--- config.mk ---
export PLATFORM = sky130hd
export DESIGN_NAME = calendar_date_add_days_core
export DESIGN_NICKNAME = d
export VERILOG_FILES = /design/src/design/cdad_pkg.sv /design/src/design/cdad_to_count.sv /design/src/design/cdad_split.sv /design/src/design/cdad_month.sv /design/src/design/calendar_date_add_days_core.sv
export SDC_FILE = /design/constraint.sdc
export NUM_CORES = 1
export LEC_CHECK = 0
export BUFFER_PORTS_ARGS = -buffer_cell sky130_fd_sc_hd__buf_2
export CAP_MARGIN = 10
export CELL_PAD_IN_SITES_DETAIL_PLACEMENT = 1
export CELL_PAD_IN_SITES_GLOBAL_PLACEMENT = 1
export CORE_AREA = 2 2 234 236
export DETAILED_ROUTE_END_ITERATION = 12
export DIE_AREA = 0 0 236 238
export PLACE_DENSITY_LB_ADDON = 0.1
export SETUP_SLACK_MARGIN = 0.15
export SYNTH_ARGS = -nofsm -noshare
export SYNTH_HDL_FRONTEND = slang
export SYNTH_HIERARCHICAL = 1
export SYNTH_SLANG_ARGS = --single-unit
--- constraint.sdc ---
create_clock -name clk -period 6.5 [get_ports clk]
set_input_delay 0 -clock clk [delete_from_list [all_inputs] [get_ports clk]]
set_output_delay 0 -clock clk [all_outputs]
set_load 0.03 [all_outputs]
--- src/design/cdad_pkg.sv ---
package cdad_pkg;

	localparam int unsigned DAY_W    = 5;
	localparam int unsigned MONTH_W  = 4;
	localparam int unsigned YEAR_W   = 12;
	localparam int unsigned OFFSET_W = 16;
	localparam int unsigned COUNT_W  = 21;
	localparam int unsigned TOTAL_W  = 22;
	localparam int unsigned QUOT_W   = 12;
	localparam int unsigned RYEAR_W  = 14;
	localparam int unsigned DOY_W    = 9;
	localparam int unsigned CMP_W    = 17;

	localparam int unsigned DAYS_COMMON    = 365;
	localparam int unsigned FEB_COMMON     = 28;
	localparam int unsigned LEAP_PERIOD    = 4;
	localparam int unsigned DAYS_PER_CYCLE = LEAP_PERIOD * DAYS_COMMON + 1;

	localparam int unsigned RECIP_SHIFT = 33;
	localparam int unsigned RECIP_W     = 23;
	localparam logic [RECIP_W-1:0] CYCLE_RECIP =
		RECIP_W'(((64'd1 << RECIP_SHIFT) + 64'(DAYS_PER_CYCLE) - 64'd1) / 64'(DAYS_PER_CYCLE));

	localparam logic CMD_ADD_OFFSET = 1'b0;
	localparam logic CMD_ADD_DATE   = 1'b1;

	localparam logic [MONTH_W-1:0] MONTH_JAN = 4'd1;
	localparam logic [MONTH_W-1:0] MONTH_FEB = 4'd2;
	localparam logic [MONTH_W-1:0] MONTH_DEC = 4'd12;
	localparam logic [DAY_W-1:0]   DAY_LAST  = 5'd31;

	typedef struct packed {
		logic [RYEAR_W-1:0] year;
		logic [DOY_W-1:0]   doy;
		logic               leap;
		logic               overflow;
	} year_info_t;

	// Days before the start of a month in a common year; index 0 is January.
	function automatic logic [DOY_W-1:0] month_start(input logic [MONTH_W-1:0] idx);
		logic [DOY_W-1:0] days;
		unique case (idx)
			4'd0:    days = 9'd0;
			4'd1:    days = 9'd31;
			4'd2:    days = 9'(31 + FEB_COMMON);
			4'd3:    days = 9'(62 + FEB_COMMON);
			4'd4:    days = 9'(92 + FEB_COMMON);
			4'd5:    days = 9'(123 + FEB_COMMON);
			4'd6:    days = 9'(153 + FEB_COMMON);
			4'd7:    days = 9'(184 + FEB_COMMON);
			4'd8:    days = 9'(215 + FEB_COMMON);
			4'd9:    days = 9'(245 + FEB_COMMON);
			4'd10:   days = 9'(276 + FEB_COMMON);
			4'd11:   days = 9'(306 + FEB_COMMON);
			4'd12:   days = 9'(DAYS_COMMON);
			default: days = 9'(DAYS_COMMON);
		endcase
		return days;
	endfunction

endpackage

--- src/design/cdad_to_count.sv ---
module cdad_to_count (
	input  logic [cdad_pkg::DAY_W-1:0]   day,
	input  logic [cdad_pkg::MONTH_W-1:0] month,
	input  logic [cdad_pkg::YEAR_W-1:0]  year,
	output logic [cdad_pkg::COUNT_W-1:0] count
);
	import cdad_pkg::*;

	logic [MONTH_W-1:0] mon;
	logic [YEAR_W-1:0]  yr;
	logic [YEAR_W-1:0]  prev;
	logic               leap_bump;

	always_comb begin
		if (month < MONTH_JAN) begin
			mon = MONTH_JAN;
		end else if (month > MONTH_DEC) begin
			mon = MONTH_DEC;
		end else begin
			mon = month;
		end
		yr = (year == '0) ? YEAR_W'(1) : year;
		prev = yr - YEAR_W'(1);
		leap_bump = (yr[1:0] == 2'b00) && (mon > MONTH_FEB);
		count = COUNT_W'(prev) * COUNT_W'(DAYS_COMMON)
			+ COUNT_W'(prev >> 2)
			+ COUNT_W'(month_start(mon - MONTH_JAN))
			+ COUNT_W'(leap_bump)
			+ COUNT_W'(day);
	end

endmodule

--- src/design/cdad_split.sv ---
module cdad_split #(
	parameter int unsigned MAX_YEAR = 4095
) (
	input  logic [cdad_pkg::TOTAL_W-1:0] n0,
	input  logic [cdad_pkg::QUOT_W-1:0]  quot,
	output cdad_pkg::year_info_t         info
);
	import cdad_pkg::*;

	logic [10:0]  rem;
	logic [1:0]   yoff;
	logic [RYEAR_W-1:0] yr;

	always_comb begin
		rem = 11'(n0 - TOTAL_W'(quot) * TOTAL_W'(DAYS_PER_CYCLE));
		yoff = 2'(rem >= 11'(DAYS_COMMON))
			+ 2'(rem >= 11'(2 * DAYS_COMMON))
			+ 2'(rem >= 11'(3 * DAYS_COMMON));
		yr = {quot, 2'b00} + RYEAR_W'(yoff) + RYEAR_W'(1);
		info.year = yr;
		info.doy = DOY_W'(rem - 11'(yoff) * 11'(DAYS_COMMON));
		info.leap = (yoff == 2'd3);
		info.overflow = CMP_W'(yr) > CMP_W'(MAX_YEAR);
	end

endmodule

--- src/design/cdad_month.sv ---
module cdad_month #(
	parameter int unsigned MAX_YEAR = 4095
) (
	input  cdad_pkg::year_info_t         info,
	output logic [cdad_pkg::DAY_W-1:0]   day,
	output logic [cdad_pkg::MONTH_W-1:0] month,
	output logic [cdad_pkg::YEAR_W-1:0]  year,
	output logic                         overflow
);
	import cdad_pkg::*;

	logic [MONTH_W-1:0] idx;
	logic [DOY_W-1:0]   bound;
	logic [DOY_W-1:0]   start;

	always_comb begin
		idx = '0;
		for (int i = 0; i < 11; i++) begin
			bound = month_start(MONTH_W'(i + 1)) + DOY_W'(info.leap && (i >= 1));
			idx = idx + MONTH_W'(info.doy >= bound);
		end
		start = month_start(idx) + DOY_W'(info.leap && (idx >= MONTH_FEB));
		overflow = info.overflow;
		if (info.overflow) begin
			day = DAY_LAST;
			month = MONTH_DEC;
			year = YEAR_W'(MAX_YEAR);
		end else begin
			day = DAY_W'(info.doy - start + DOY_W'(1));
			month = idx + MONTH_JAN;
			year = info.year[YEAR_W-1:0];
		end
	end

endmodule

--- src/design/calendar_date_add_days_core.sv ---
// Channel  Valid      Stall      Word
// request  req_valid  req_stall  command, base_*, offset_days, other_*
// result   rsp_valid  rsp_stall  result_day, result_month, result_year, overflow
//
// An accepted word moves through stages s1 to s5 into the result register.
// A new word is accepted in every cycle while req_stall is low; there are five pipeline stages.
// Reset clears the stage valid bits and nothing else.
// A stall on the result side holds the result stage and each full stage right behind it,
// so bubbles close up, and it reaches req_stall only once every stage is full.
module calendar_date_add_days_core #(
	parameter int unsigned MAX_YEAR = 4095
) (
	input  logic                            clk,
	input  logic                            arst_n,
	input  logic                            req_valid,
	output logic                            req_stall,
	input  logic                            command,
	input  logic [cdad_pkg::DAY_W-1:0]      base_day,
	input  logic [cdad_pkg::MONTH_W-1:0]    base_month,
	input  logic [cdad_pkg::YEAR_W-1:0]     base_year,
	input  logic [cdad_pkg::OFFSET_W-1:0]   offset_days,
	input  logic [cdad_pkg::DAY_W-1:0]      other_day,
	input  logic [cdad_pkg::MONTH_W-1:0]    other_month,
	input  logic [cdad_pkg::YEAR_W-1:0]     other_year,
	output logic                            rsp_valid,
	input  logic                            rsp_stall,
	output logic [cdad_pkg::DAY_W-1:0]      result_day,
	output logic [cdad_pkg::MONTH_W-1:0]    result_month,
	output logic [cdad_pkg::YEAR_W-1:0]     result_year,
	output logic                            overflow
);
	import cdad_pkg::*;

	logic valid_s1, valid_s2, valid_s3, valid_s4, valid_s5;
	logic adv1, adv2, adv3, adv4, adv5;

	logic [COUNT_W-1:0] count_a, count_b;
	logic [COUNT_W-1:0] count_a_s1, addend_s1;
	logic [TOTAL_W-1:0] total;
	logic [TOTAL_W-1:0] n0_s2;
	logic [TOTAL_W+RECIP_W-1:0] prod;
	logic [TOTAL_W-1:0] n0_s3;
	logic [QUOT_W-1:0]  quot_s3;
	year_info_t         info;
	year_info_t         info_s4;
	logic [DAY_W-1:0]   day_c;
	logic [MONTH_W-1:0] month_c;
	logic [YEAR_W-1:0]  year_c;
	logic               ovf_c;
	logic [DAY_W-1:0]   day_s5;
	logic [MONTH_W-1:0] month_s5;
	logic [YEAR_W-1:0]  year_s5;
	logic               ovf_s5;

	assign adv5 = !valid_s5 || !rsp_stall;
	assign adv4 = !valid_s4 || adv5;
	assign adv3 = !valid_s3 || adv4;
	assign adv2 = !valid_s2 || adv3;
	assign adv1 = !valid_s1 || adv2;
	assign req_stall = !adv1;

	always_ff @(posedge clk or negedge arst_n) begin
		if (!arst_n) begin
			valid_s1 <= 1'b0;
			valid_s2 <= 1'b0;
			valid_s3 <= 1'b0;
			valid_s4 <= 1'b0;
			valid_s5 <= 1'b0;
		end else begin
			if (adv1) valid_s1 <= req_valid;
			if (adv2) valid_s2 <= valid_s1;
			if (adv3) valid_s3 <= valid_s2;
			if (adv4) valid_s4 <= valid_s3;
			if (adv5) valid_s5 <= valid_s4;
		end
	end

	cdad_to_count u_count_base (
		.day   (base_day),
		.month (base_month),
		.year  (base_year),
		.count (count_a)
	);

	cdad_to_count u_count_other (
		.day   (other_day),
		.month (other_month),
		.year  (other_year),
		.count (count_b)
	);

	always_ff @(posedge clk) begin
		if (adv1 && req_valid) begin
			count_a_s1 <= count_a;
			addend_s1 <= (command == CMD_ADD_DATE) ? count_b : COUNT_W'(offset_days);
		end
	end

	assign total = TOTAL_W'(count_a_s1) + TOTAL_W'(addend_s1);

	always_ff @(posedge clk) begin
		if (adv2 && valid_s1) begin
			n0_s2 <= (total == '0) ? '0 : total - TOTAL_W'(1);
		end
	end

	assign prod = (TOTAL_W + RECIP_W)'(n0_s2) * (TOTAL_W + RECIP_W)'(CYCLE_RECIP);

	always_ff @(posedge clk) begin
		if (adv3 && valid_s2) begin
			n0_s3 <= n0_s2;
			quot_s3 <= prod[RECIP_SHIFT +: QUOT_W];
		end
	end

	cdad_split #(.MAX_YEAR(MAX_YEAR)) u_split (
		.n0   (n0_s3),
		.quot (quot_s3),
		.info (info)
	);

	always_ff @(posedge clk) begin
		if (adv4 && valid_s3) begin
			info_s4 <= info;
		end
	end

	cdad_month #(.MAX_YEAR(MAX_YEAR)) u_month (
		.info     (info_s4),
		.day      (day_c),
		.month    (month_c),
		.year     (year_c),
		.overflow (ovf_c)
	);

	always_ff @(posedge clk) begin
		if (adv5 && valid_s4) begin
			day_s5 <= day_c;
			month_s5 <= month_c;
			year_s5 <= year_c;
			ovf_s5 <= ovf_c;
		end
	end

	assign rsp_valid = valid_s5;
	assign result_day = day_s5;
	assign result_month = month_s5;
	assign result_year = year_s5;
	assign overflow = ovf_s5;

endmodule

==> impl_metrics.py <==
metrics = {
    "outcome": {
        "status": "complete, but fails checks",
        "failed_checks": "setup timing",
    },
    "floorplanning": {
        "core_area_um2": 53500,
        "die-area_um2": 56170,
        "fp.dieW_um": 236,
        "initial_utilization_pct": 46.08,
        "die_y_um": 238,
        "rows": 85,
        "top_level_ports": 87,
    },
    "sta": {
        "hold_viol_final": 0,
        "skew_ns": 0.01215,
        "rsz0062_at_grt": "true",
        "fin_ws_ns": -0.02658,
        "slew_viol_final": 0,
        "finalCritPeriodShare_pct": 100.4,
        "finalCriticalPeriod_ns": 6.527,
        "finalSetupViolations": 1,
        "relSlewSlack_pct": 25.68,
        "worst_pin_slew_ns": 1.115,
        "max_freq_ghz": 0.1532,
        "holdWs_ns": 0.04204,
        "fin_tns_setup_ns": -0.02658,
    },
    "grt": {
        "grtUsageTotal_pct": 22.83,
        "grt_first_pass_wirelength_um": 102100,
        "grt_pass1_vias": 20050,
        "grt_antenna_before_repair": 0,
        "grt_max_degree": 43,
        "grt-ovfl-total": 0,
    },
    "worst_setup_path": {
        "critPathArrivalTime_ns": 6.72,
        "cp.buffers_inverters": 3,
        "path_cells": "inv_2 > ha_4 > nand2_1 > nor4_1 > nor2_1 > o31a_1 > fa_1 > fa_1 > inv_1 > fa_1 > fa_2 > fa_2 > inv_4 > ha_1 > o21ai_0 > o211ai_1 > fa_2 > ha_1 > a21o_1 > a21oi_2 > xnor2_1 > and3_1 > o21bai_1",
        "cp-start-kind": "flop",
        "critPathCaptureType": "flop",
        "path_class": "reg2reg",
        "crit_path_top_delay_cell": "fa_2",
        "crit_fanout": 5,
        "critPathTopFamily": "adder cells",
        "required_ns": 6.70,
        "max_stage_delay_ns": 0.60,
    },
    "routing": {
        "drc": 0,
        "vias": 17840,
        "routed_via_density": 5.169,
        "wire_per_inst_um": 18.42,
        "drtAntennaViolNets": 0,
        "drt_iter0_markers": 541,
        "finalWirelength_um": 63590,
        "firstDrtPassIters": 5,
    },
    "placement": {
        "place.gp.congestion": 0.8751,
        "hpwl_um": 52480,
        "io_buffers": 86,
        "dp_worst_setup_slack_ns": -0.1589,
    },
    "cts": {
        "clkLatencyLatePin_ns": 0.45,
        "clk_path_buf_depth": 2,
        "cts_made_buffers": 17,
        "path_clk_slew_ns": 0.07,
        "cts_root_buf": "clkbuf_16",
        "h-tree-depth": 4,
        "clock-sinks": 137,
        "cts_tree": "yes",
    },
    "cells_and_area": {
        "finish.utilization_pct": 54.28,
        "syn_to_final_growth_pct": 17.81,
        "nets": 3586,
        "mostFrequentLayoutCell": "inv_1",
        "diodes": 0,
        "drive_gt1_share_pct": 18.00,
        "final_cell_mix": "inv_1, ha_1, fa_1, buf_4, edfxtp_1",
    },
    "logic_synthesis": {
        "yosys_warnings": 6,
        "synth_area_um2": 24650,
        "syn_avg_cell_area_um2": 9.967,
        "syn-instance-count": 2473,
        "synthesis.nets": 3316,
    },
    "run": {
        "maxCapViolations": 0,
    },
    "min_path": {
        "hp-class": "in2reg",
    },
}
## tightest hold or removal path, stage by stage
cell	delay [ns]
buf_2	0.09
ha_1	0.12
ha_1	0.15
## registers in the layout (all words and copies together) (netlist names)
name and count:
valid_s2 1, result_year 12, valid_s3 1, valid_s1 1
valid_s4 1, overflow 1, result_day 5, count_a_s1 21
info_s4 23, n0_s3 11, rsp_valid 1, n0_s2 22
result_month 4, addend_s1 21, quot_s3 12
## area by class of cell
type | count | area, µm²
Clock inverter | 14 | 207.7
Tap cell | 696 | 870.8
Inverter | 654 | 2462
Multi-Input combinational cell | 1657 | 18980
Sequential cell | 137 | 4089
Timing Repair Buffer | 276 | 1993
Clock buffer | 18 | 439.2
Fill cell | 5930 | 24460
## final timing paths
path                       slack, ns       endpoint  depth (start not counted)         from
min reg2reg                     0.47      rsp_valid                          1     valid_s4
min in group asynchronous       0.48       valid_s4                          3       arst_n
max                            -0.03  result_day[4]                         23   info_s4[1]
min                             0.04  count_a_s1[0]                          3  base_day[0]
max reg2reg                    -0.03  result_day[4]                         23   info_s4[1]
max in group asynchronous       5.80       valid_s2                          3       arst_n
## repair_timing
item                                   CTS  global route
endpoints found under the hold margin   23             0
setup endpoints to repair               15            20
cloned                                   0             0
hold buffers                            20             0
setup buffers                           38            32
pin swaps                               38            79
gates resized for setup                 55            97
## through the flow
step,instances,cell area (µm²)
2_1_floorplan,2473,24770
3_3_place_gp,3330,26750
6_report,3452,29040
5_1_grt,3452,29040
4_1_cts,3420,28180
3_5_place_dp,3330,26750
## metal layers
metal	share of wire (%)	global-route usage, %	up-vias
met5	0	0	-
met4	2.1	5.578	0
met2	53	42.12	172
met3	2.0	2.256	64
met1	43	28.66	9033
li1	-	-	8575
Power is left out: the tool's default activity adds up to more than one toggle a clock period on the data nets, which glitch-free logic cannot reach.
